## config.mk

```make
export PLATFORM = sky130hd
export DESIGN_NAME = dshot_frame_transmitter_top
export DESIGN_NICKNAME = d
export VERILOG_FILES = /design/src/rtl/core/dftx_pkg.sv /design/src/rtl/core/dshot_frame_transmitter_top.sv /design/src/rtl/core/dftx_encode.sv /design/src/rtl/core/dftx_seq.sv
export SDC_FILE = /design/constraint.sdc
export NUM_CORES = 1
export LEC_CHECK = 0
export BUFFER_PORTS_ARGS = -buffer_cell sky130_fd_sc_hd__buf_2
export CORE_MARGIN = 5
export CORE_UTILIZATION = 30
export CTS_CLUSTER_DIAMETER = 50
export DETAILED_ROUTE_END_ITERATION = 16
export GPL_ROUTABILITY_DRIVEN = 0
export GPL_TIMING_DRIVEN = 0
export SLEW_MARGIN = 30
export SYNTH_ARGS = -nofsm -noshare
export SYNTH_HDL_FRONTEND = slang
export SYNTH_SLANG_ARGS = --single-unit
```

## constraint.sdc

```tcl
create_clock -name clk -period 3.1 [get_ports clk]
set_input_delay 0.155 -clock clk [delete_from_list [all_inputs] [get_ports clk]]
set_output_delay 0.155 -clock clk [all_outputs]
set_load 0.01 [all_outputs]
```

## src/rtl/core/dftx_pkg.sv

```systemverilog
// Shared types and constants for the DShot frame transmitter.
// No dependencies; imported by every module of the block.
package dftx_pkg;

	localparam int FRAME_BITS = 16;
	localparam int VAL_BITS   = 11;

	localparam logic [VAL_BITS-1:0] RAW_MAX      = 11'd2047;
	localparam logic [VAL_BITS-1:0] SCALE_MIN    = 11'd48;
	localparam logic [9:0]          SCALE_IN_MAX = 10'd1000;

	localparam logic [15:0] PERIOD_RST    = 16'd800;
	localparam logic [15:0] ONE_HIGH_RST  = 16'd600;
	localparam logic [15:0] ZERO_HIGH_RST = 16'd300;

	localparam logic [1:0] REG_BIT_PERIOD = 2'd0;
	localparam logic [1:0] REG_ONE_HIGH   = 2'd1;
	localparam logic [1:0] REG_ZERO_HIGH  = 2'd2;
	localparam logic [1:0] REG_INPUT_MODE = 2'd3;

	typedef enum logic {
		REQ_TICK = 1'b0,
		REQ_SEND = 1'b1
	} req_t;

	typedef enum logic {
		MODE_RAW    = 1'b0,
		MODE_SCALED = 1'b1
	} mode_t;

	typedef enum logic [1:0] {
		STAT_TICK   = 2'd0,
		STAT_ACCEPT = 2'd1,
		STAT_REJECT = 2'd2
	} status_t;

	typedef struct packed {
		req_t               req_type;
		logic signed [15:0] command_value;
		logic               telemetry_request;
	} send_word_t;

	typedef struct packed {
		logic        pin_level;
		logic        busy_res;
		status_t     status;
		logic [15:0] frame_word;
	} res_word_t;

	typedef struct packed {
		logic [15:0] bit_period_ticks;
		logic [15:0] one_high_ticks;
		logic [15:0] zero_high_ticks;
		mode_t       input_mode;
	} cfg_t;

endpackage

```

## src/rtl/core/dshot_frame_transmitter_top.sv

```systemverilog
// DShot frame transmitter top: configuration registers, encoder, sequencer,
// result register. Depends on dftx_pkg, dftx_encode and dftx_seq.
//
//   channel  direction  handshake            payload
//   send     in         send_valid/send_stall send_word_t send_word
//   res      out        res_valid/res_stall   res_word_t  res_word
//   cfg      in         cfg_valid/cfg_ready   cfg_index, cfg_data
//
// One word accepted per cycle while send_stall is low; its result word is formed
// combinationally and registered in the result register. A held, stalled result
// stalls the send side, a busy sequencer does not: send_stall is high only while a held result is itself stalled.
// Reset clears the line state to idle and loads the default timing.
module dshot_frame_transmitter_top import dftx_pkg::*; #(
	parameter int COUNT_WIDTH = 16
) (
	input  logic        clk,
	input  logic        arst_n,
	input  logic        send_valid,
	output logic        send_stall,
	input  send_word_t  send_word,
	output logic        res_valid,
	input  logic        res_stall,
	output res_word_t   res_word,
	input  logic        cfg_valid,
	output logic        cfg_ready,
	input  logic [1:0]  cfg_index,
	input  logic [15:0] cfg_data
);

	cfg_t      cfg_q;
	logic      res_valid_q;
	res_word_t res_word_q;
	logic      accept;
	logic [15:0] frame;
	res_word_t res_d;

	assign cfg_ready  = 1'b1;
	assign send_stall = res_valid_q && res_stall;
	assign accept     = send_valid && !send_stall;
	assign res_valid  = res_valid_q;
	assign res_word   = res_word_q;

	always_ff @(posedge clk or negedge arst_n) begin
		if (!arst_n) begin
			cfg_q.bit_period_ticks <= PERIOD_RST;
			cfg_q.one_high_ticks   <= ONE_HIGH_RST;
			cfg_q.zero_high_ticks  <= ZERO_HIGH_RST;
			cfg_q.input_mode       <= MODE_RAW;
		end else if (cfg_valid && cfg_ready) begin
			case (cfg_index)
				REG_BIT_PERIOD: cfg_q.bit_period_ticks <= cfg_data;
				REG_ONE_HIGH:   cfg_q.one_high_ticks   <= cfg_data;
				REG_ZERO_HIGH:  cfg_q.zero_high_ticks  <= cfg_data;
				REG_INPUT_MODE: cfg_q.input_mode       <= mode_t'(cfg_data[0]);
				default: begin
				end
			endcase
		end
	end

	dftx_encode u_encode (
		.input_mode        (cfg_q.input_mode),
		.command_value     (send_word.command_value),
		.telemetry_request (send_word.telemetry_request),
		.frame             (frame)
	);

	dftx_seq #(
		.COUNT_WIDTH (COUNT_WIDTH)
	) u_seq (
		.clk      (clk),
		.arst_n   (arst_n),
		.accept   (accept),
		.req_type (send_word.req_type),
		.frame    (frame),
		.cfg      (cfg_q),
		.res      (res_d)
	);

	always_ff @(posedge clk or negedge arst_n) begin
		if (!arst_n) begin
			res_valid_q <= 1'b0;
		end else if (accept) begin
			res_valid_q <= 1'b1;
		end else if (!res_stall) begin
			res_valid_q <= 1'b0;
		end
	end

	always_ff @(posedge clk) begin
		if (accept) begin
			res_word_q <= res_d;
		end
	end

endmodule

```

## src/rtl/core/dftx_encode.sv

```systemverilog
// Frame encoder: command clamp or scale, telemetry bit, nibble checksum.
// Depends on dftx_pkg.
module dftx_encode import dftx_pkg::*; (
	input  mode_t              input_mode,
	input  logic signed [15:0] command_value,
	input  logic               telemetry_request,
	output logic [15:0]        frame
);

	localparam logic signed [15:0] SCALE_IN_MAX_S = 16'sd1000;

	logic [15:0]         raw;
	logic [9:0]          v_clamp;
	logic [9:0]          v_less;
	logic [VAL_BITS-1:0] val;
	logic                tel;
	logic [11:0]         pkt;
	logic [3:0]          crc;

	// (v-1)*1999/999 equals 2*(v-1) plus one only at v = 1000
	always_comb begin
		raw     = command_value;
		v_clamp = (command_value > SCALE_IN_MAX_S) ? SCALE_IN_MAX : command_value[9:0];
		v_less  = v_clamp - 10'd1;
		if (input_mode == MODE_SCALED) begin
			tel = 1'b0;
			if (command_value <= 16'sd0) begin
				val = '0;
			end else begin
				val = SCALE_MIN + {v_less, 1'b0}
					+ {{(VAL_BITS-1){1'b0}}, (v_clamp == SCALE_IN_MAX)};
			end
		end else begin
			tel = telemetry_request;
			val = (raw > {5'd0, RAW_MAX}) ? RAW_MAX : raw[VAL_BITS-1:0];
		end
		pkt   = {val, tel};
		crc   = pkt[3:0] ^ pkt[7:4] ^ pkt[11:8];
		frame = {pkt, crc};
	end

endmodule

```

## src/rtl/core/dftx_seq.sv

```systemverilog
// Line sequencer: frame shift register, tick and bit counters, busy flag.
// Depends on dftx_pkg; forms the result word for each accepted word.
module dftx_seq import dftx_pkg::*; #(
	parameter int COUNT_WIDTH = 16
) (
	input  logic       clk,
	input  logic       arst_n,
	input  logic       accept,
	input  req_t       req_type,
	input  logic [15:0] frame,
	input  cfg_t       cfg,
	output res_word_t  res
);

	localparam int EW = (COUNT_WIDTH + 1 > 17) ? COUNT_WIDTH + 1 : 17;
	localparam logic [EW-1:0] CAP = {{(EW-1){1'b0}}, 1'b1} << COUNT_WIDTH;

	logic [15:0]            frame_shift_q;
	logic [COUNT_WIDTH-1:0] tick_count_q;
	logic [4:0]             bit_index_q;
	logic                   busy_q;

	logic [15:0]            frame_shift_d;
	logic [COUNT_WIDTH-1:0] tick_count_d;
	logic [4:0]             bit_index_d;
	logic                   busy_d;

	logic [EW-1:0] per_ext;
	logic [EW-1:0] per_eff;
	logic [EW-1:0] tick_ext;
	logic [EW-1:0] tick_inc;
	logic [EW-1:0] high_ext;
	logic          level;
	status_t       status;

	always_comb begin
		per_ext  = EW'(cfg.bit_period_ticks);
		per_eff  = per_ext;
		if (per_ext == '0) begin
			per_eff = EW'(1);
		end else if (per_ext > CAP) begin
			per_eff = CAP;
		end
		tick_ext = EW'(tick_count_q);
		tick_inc = tick_ext + EW'(1);
		high_ext = frame_shift_q[15] ? EW'(cfg.one_high_ticks) : EW'(cfg.zero_high_ticks);
		level    = busy_q && (bit_index_q < 5'(FRAME_BITS)) && (tick_ext < high_ext);

		frame_shift_d = frame_shift_q;
		tick_count_d  = tick_count_q;
		bit_index_d   = bit_index_q;
		busy_d        = busy_q;
		status        = STAT_TICK;

		case (req_type)
			REQ_SEND: begin
				if (busy_q) begin
					status = STAT_REJECT;
				end else begin
					status        = STAT_ACCEPT;
					frame_shift_d = frame;
					tick_count_d  = '0;
					bit_index_d   = '0;
					busy_d        = 1'b1;
				end
			end
			REQ_TICK: begin
				if (busy_q) begin
					if (tick_inc >= per_eff) begin
						tick_count_d  = '0;
						frame_shift_d = {frame_shift_q[14:0], 1'b0};
						if (bit_index_q >= 5'(FRAME_BITS)) begin
							bit_index_d = '0;
							busy_d      = 1'b0;
						end else begin
							bit_index_d = bit_index_q + 5'd1;
						end
					end else begin
						tick_count_d = tick_inc[COUNT_WIDTH-1:0];
					end
				end
			end
			default: begin
				status = STAT_TICK;
			end
		endcase

		res.pin_level  = level;
		res.busy_res   = busy_d;
		res.status     = status;
		res.frame_word = (status == STAT_ACCEPT) ? frame : 16'd0;
	end

	always_ff @(posedge clk or negedge arst_n) begin
		if (!arst_n) begin
			frame_shift_q <= '0;
			tick_count_q  <= '0;
			bit_index_q   <= '0;
			busy_q        <= 1'b0;
		end else if (accept) begin
			frame_shift_q <= frame_shift_d;
			tick_count_q  <= tick_count_d;
			bit_index_q   <= bit_index_d;
			busy_q        <= busy_d;
		end
	end

endmodule

```

==> flow_metrics.py, run 1 <==
metrics = {
    "run_status": {
        "status": "finished, violations left",
        "violations": "negative setup slack",
    },
    "worst_setup_path": {
        "end_kind": "flip-flop",
        "critPathArrivalTime_ns": 3.48,
        "crit_top_cell": "ha_4",
        "crit_fanout": 5,
        "worstPathRequired_ns": 3.35,
        "crit_slowest_cell": "dfrtp_2",
        "rrSetupSlack_ns": -0.13,
        "path_cells": "ha_4, nand2_4, nor3_4, and4_1, xor2_2, ha_4, a21oi_2, o21a_1, nand2_1, o21ai_2, a21boi_2, o31ai_4, buf_8, mux2_4",
        "critPathLaunchType": "flip-flop",
        "cpPeakStageDelay_ns": 0.44,
        "critPathKind": "flip-flop to flip-flop",
    },
    "logic_synthesis": {
        "yosys.area.top_type": "dfrtp_1",
        "syn_inst": 659,
        "synth_seq_area_share_pct": 43.51,
        "post-synth-top-area-fraction_pct": 29.77,
        "synthesis.area_sq_um": 6472,
        "synthDistinctLibCells": 69,
        "yosys-top-cells-area": "dfrtp_1, edfxtp_1, ha_1, mux2_2, nand2_1",
        "yosysWarnings": 0,
        "syn_area_per_cell_sq_um": 9.822,
        "yosys-top-cells-count": "nand2_1, dfrtp_1, nor2_1",
        "synth_edf_count": 20,
        "synth.most_common_cell": "nand2_1",
        "ys_ff_latch": 108,
        "async_flop_share_pct": 81.48,
        "syn-num-nets": 740,
        "synth_top_flop_cell": "dfrtp_1",
    },
    "drt": {
        "drtIter0Drc": 256,
        "drtAntennaViolNets": 0,
        "via_per_inst": 5.075,
        "first_pass_iters": 5,
        "wl_mm": 16.91,
        "drc_errors": 0,
        "routed-via-count": 5237,
        "post_drt_wl_per_cell_um": 16.39,
    },
    "clock_tree": {
        "htreeDepth": 3,
        "path_clk_slew_ns": 0.08,
        "cts_made_buffers": 9,
        "clock_path_buffers": 2,
        "cts_root_buf": "clkbuf_16",
        "clock_sinks": 108,
        "tritoncts": "built",
        "insertion_delay_ns": 0.36,
    },
    "sta": {
        "finalSetupViolCount": 32,
        "finalCritPeriodShare_pct": 104.2,
        "final.setup_skew_ns": 0.009363,
        "relSlewSlack_pct": 42.30,
        "holdWs_ns": 0.03346,
        "fmax_ghz": 0.3097,
        "tightest_slew_ns": 0.8646,
        "fin_ws_ns": -0.1291,
        "rsz0062_at_grt": "true",
        "hold_viol_final": 0,
        "slew_violations": 0,
        "finalCriticalPeriod_ns": 3.229,
    },
    "global_routing": {
        "grt_first_pass_wirelength_mm": 27.63,
        "antenna_found_initial": 0,
        "track_usage_pct": 13.88,
        "grt_pass1_vias": 5183,
        "grt_max_degree": 52,
        "grt_overflow": 0,
    },
    "power": {
        "power_mw": 4.032,
        "power_frac_clock_pct": 28.1,
        "powerDensity_nw_per_um2": 507.1,
        "pwr-share-seq_pct": 45.4,
        "irDropWorstVdd_mv": 0.2715,
        "p_int_mw": 2.738,
        "sw_frac_of_total_pct": 32.10,
        "leakage_nw": 3.484,
        "p_sw_mw": 1.294,
        "comb_power_share_pct": 26.5,
    },
    "die": {
        "dieWidth_um": 156.9,
        "start_util_pct": 30.60,
        "die-area_sq_um": 24610,
        "ios": 64,
        "std_cell_rows": 53,
        "die_h_um": 156.9,
        "core_area_sq_um": 21150,
    },
    "layout": {
        "antenna-diode-count": 0,
        "layout.nets": 833,
        "areaGrowthSynthToFinish_pct": 22.85,
        "drive_above_1_share_pct": 29.06,
    },
    "min_path": {
        "hp-class": "input pin to flip-flop",
    },
    "run": {
        "maxCapViolations": 0,
    },
    "placement": {
        "io_buffers": 61,
        "dpl.hpwl_mm": 12.50,
    },
}
==> path summary, 6_finish.rpt <==
check	from	to	cells past startpoint
hold reg to reg	u_seq.frame_shift_q[14]	u_seq.frame_shift_q[14]	1
hold / removal	cfg_data[2]	cfg_q[35]	3
min in group asynchronous	arst_n	u_seq.bit_index_q[3]	2
setup reg to reg	u_seq.tick_count_q[0]	u_seq.frame_shift_q[3]	14
setup / recovery	u_seq.tick_count_q[0]	u_seq.frame_shift_q[3]	14
max in group asynchronous	arst_n	cfg_q[38]	3
==> power groups by stage <==
| stage | combinational, mW | clock [mW] | sequential (mW) |
|---|---|---|---|
| 6_report | 1.07 | 1.13 | 1.83 |
| 5_1_grt | 1.20 | 1.21 | 1.86 |
| 4_1_cts | 1.05 | 1.16 | 1.83 |
| 3_5_place_dp | 1.00 | 0 | 1.84 |
| 3_3_place_gp | 0.983 | 0 | 1.84 |
| 2_1_floorplan | 0.710 | 0 | 1.81 |
==> logic make-up after synthesis <==
group	share of synthesized area, %
compound gates	15.39
xor+xnor	2.977
fa+ha+maj	7.732
buf+inv	3.596
flops	43.51
mux	9.685
other cells	0.05794
simple gates	17.05
==> placed cells by master, fill, tap and decap left out, types with 12 or more instances in the layout <==
master / n
nand2_1: 76
dfrtp_1: 70
buf_2: 62
nor2_1: 45
ha_1: 37
o21ai_0: 36
mux2_2: 35
inv_1: 31
buf_4: 24
mux2i_1: 21
edfxtp_1: 20
a21oi_1: 17
nand3_1: 14
a21o_1: 13
clkbuf_1: 12
o21ai_1: 12
==> state kept, by name (all words and copies together), names as in the netlist <==
name and cells:
res_word 20, u_seq.bit_index_q 5, cfg_q 49, u_seq.frame_shift_q 16, u_seq.busy_q 1, u_seq.tick_count_q 16, res_valid 1
==> layout make-up <==
cell class,instances,area [sq um]
Buffer,23,156.4
Clock buffer,9,225.2
Clock inverter,7,60.06
Fill cell,2137,13200
Inverter,31,116.4
Multi-Input combinational cell,493,3696
Sequential cell,108,2825
Tap cell,275,344.1
Timing Repair Buffer,86,528.0
==> worst max-delay path: cells and delay by family, from the launching register on <==
kind	cells	cell delay, ns
buffers and inverters	1	0.18
xor gates and xnor gates	1	0.22
muxes	1	0.30
and+or+nand+nor	4	0.62
adders and majority gates	2	0.41
AOI/OAI and AO/OA	5	0.95
DFF	1	0.44
==> metal layers <==
layer / part of all wire [%] / GRT usage (%) / vias up
li1: - / - / 2576
met1: 47 / 19.19 / 2547
met2: 48 / 22.75 / 101
met3: 3.9 / 2.710 / 13
met4: 0.79 / 2.810 / 0
met5: 0 / 0 / -
==> metrics by stage <==
stage	TNS (ns)	worst slack [ns]	std cells	util, %	cell area (sq um)
CTS	-0.5264	-0.08187	1022	36.96	7819
global route	-6.079	-0.2364	1032	37.59	7951
detailed placement	-21.38	-0.6778	996	34.26	7247
floorplan	0	0.003410	659	-	6564
global placement	-20.19	-0.6835	995	34.10	7213
finish	-1.751	-0.1291	1032	37.59	7951
==> timing repair <==
action                     in CTS  in global routing
buffers inserted               11                 10
pin swaps                      23                 14
hold buffers                    1                  0
hold endpoints to repair       37                  0
cloned                          2                  0
resized for setup              55                 18
setup endpoints to repair      41                 45
(Power assumes the default switching activity.)
==> inputs of run 2 (changes only) <==
==> constraint.sdc (replaced) <==
create_clock -name clk -period 4 [get_ports clk]
set_input_delay 0.2 -clock clk [delete_from_list [all_inputs] [get_ports clk]]
set_output_delay 0.2 -clock clk [all_outputs]
set_load 0.01 [all_outputs]
==> flow_metrics.py, run 2 (synthesis results as in run 1) <==
metrics = {
    "run_status": {
        "status": "finished, final reports clean",
    },
    "sta": {
        "finalCriticalPeriod_ns": 3.685,
        "finalCritPeriodShare_pct": 92.13,
        "fmax_ghz": 0.2713,
        "fin_setup_tns_ns": 0,
        "slew_violations": 0,
        "rsz0062_at_grt": "false",
        "hold_viol_final": 0,
        "tightest_slew_ns": 0.8650,
        "finalSetupViolCount": 0,
        "holdWs_ns": 0.08042,
        "final.setup_skew_ns": 0.01223,
        "relSlewSlack_pct": 42.27,
    },
    "global_routing": {
        "track_usage_pct": 13.14,
        "grt_first_pass_wirelength_mm": 26.18,
        "grt_max_degree": 63,
        "antenna_found_initial": 1,
        "grt_overflow": 0,
        "grt_pass1_vias": 5029,
    },
    "drt": {
        "drtAntennaViolNets": 0,
        "drc_errors": 0,
        "routed-via-count": 5075,
        "wl_met1_mm": 7.533,
        "via_per_inst": 5.020,
        "wl_mm": 15.79,
        "wl_met2_mm": 7.250,
        "route.met3.wl_um": 706,
        "top_layer": "met4",
        "post_drt_wl_per_cell_um": 15.61,
        "first_pass_iters": 5,
        "drtIter0Drc": 244,
    },
    "layout": {
        "final_cell_mix": "nand2_1, dfrtp_1, buf_2",
        "layout.nets": 811,
        "nFillCells": 2162,
        "drive_above_1_share_pct": 21.50,
        "largest_reg_flops": 49,
        "regMostFlops": "cfg_q",
        "mostFrequentLayoutCell": "nand2_1",
        "areaGrowthSynthToFinish_pct": 16.10,
    },
    "clock_tree": {
        "htreeDepth": 3,
        "clock_sinks": 108,
        "cts_made_buffers": 9,
        "cts_root_buf": "clkbuf_16",
        "insertion_delay_ns": 0.35,
        "post_cts_buffers": 0,
        "path_clk_slew_ns": 0.08,
        "clock_path_buffers": 2,
        "tritoncts": "built",
    },
    "power": {
        "leakage_nw": 3.295,
        "irDropWorstVdd_mv": 0.2260,
        "powerDensity_nw_per_um2": 405.4,
    },
    "worst_setup_path": {
        "critPathLaunchType": "flip-flop",
        "worstPathRequired_ns": 4.24,
        "critPathKind": "flip-flop to flip-flop",
        "crit_fanout": 10,
        "end_kind": "flip-flop",
        "critPathArrivalTime_ns": 3.92,
    },
    "placement": {
        "dpl.hpwl_mm": 12.08,
        "io_buffers": 61,
    },
    "die": {
        "start_util_pct": 30.60,
        "ios": 64,
        "std_cell_rows": 53,
        "dieWidth_um": 156.9,
        "core_area_sq_um": 21150,
        "die-area_sq_um": 24610,
        "die_h_um": 156.9,
    },
    "run": {
        "maxCapViolations": 0,
    },
    "min_path": {
        "hp-class": "input pin to flip-flop",
    },
}
[run 2: cell count changes in the layout (fill, tap and decap cells not counted), moves of 7 or more]
cell,before,now
buf_4,24,1
dfrtp_1,70,77
dfrtp_2,7,0
o21ai_0,36,47
o21ai_2,8,0
[run 2: timing repair]
action                                 in CTS  in global routing
setup endpoints to repair                  38                 38
cloned                                      0                  0
hold buffers                                1                  0
endpoints found under the hold margin      26                  0
gates resized for setup                     3                 16
[run 2: metal layers]
metal  global-route usage [%]  vias to the layer above
met5                        0                        -
met4                    3.843                        0
met3                    2.295                       24
met2                    21.28                      107
met1                    18.06                     2412
li1                         -                     2532
[run 2: power by group]
part / switching (mW) / leakage, nW / internal [mW]
sequential: 0.0968 / 1.26 / 1.30
combinational: 0.429 / 1.89 / 0.338
clock: 0.441 / 0.145 / 0.440
total: 0.967 / 3.29 / 2.08
[run 2: worst paths after layout]
check,to,slack [ns],startpoint,cells past startpoint
min in group asynchronous,cfg_q[11],0.27,arst_n,2
max in group asynchronous,cfg_q[38],3.13,arst_n,3
worst min register to register,u_seq.frame_shift_q[8],0.48,u_seq.frame_shift_q[8],1
worst max-delay path,u_seq.frame_shift_q[3],0.31,u_seq.tick_count_q[0],14
worst min-delay path,cfg_q[41],0.08,cfg_data[8],3
worst max register to register,u_seq.frame_shift_q[3],0.31,u_seq.tick_count_q[0],14
[run 2: area by class of cell]
cell class | instances | area (sq um) | area share, %
repair buffers | 63 | 349.1 | 4.645
multi-input cells | 493 | 3485 | 46.37
clock buffers | 9 | 225.2 | 2.997
plain buffers | 24 | 108.9 | 1.449
inverters | 31 | 116.4 | 1.548
well taps | 275 | 344.1 | 4.579
diodes | 1 | 2.502 | 0.03330
flip-flops and latches | 108 | 2816 | 37.48
clock inverters | 7 | 67.56 | 0.8991
[run 2: worst max-delay path, stage by stage (launching register included)]
cell	delay, ns
dfrtp_1	0.49
ha_2	0.28
nand2_1	0.11
nor3_4	0.27
and4_1	0.24
xor2_1	0.21
ha_1	0.29
a21oi_1	0.14
o21a_1	0.16
nand2_1	0.05
o21ai_0	0.21
a21boi_2	0.13
o31ai_2	0.33
clkbuf_2	0.30
mux2_2	0.36
[run 2: per-stage QoR]
stage	power (mW)	cell area, sq um	cells	utilization, %	setup WS [ns]
global route	3.240	7515	1011	35.52	0.01521
CTS	3.071	7471	1013	35.32	0.002608
detailed placement	2.186	7156	996	33.83	-0.5744
floorplan	1.939	6472	659	-	0.3715
finish	3.046	7515	1011	35.52	0.3146
global placement	2.170	7122	995	33.67	-0.6224
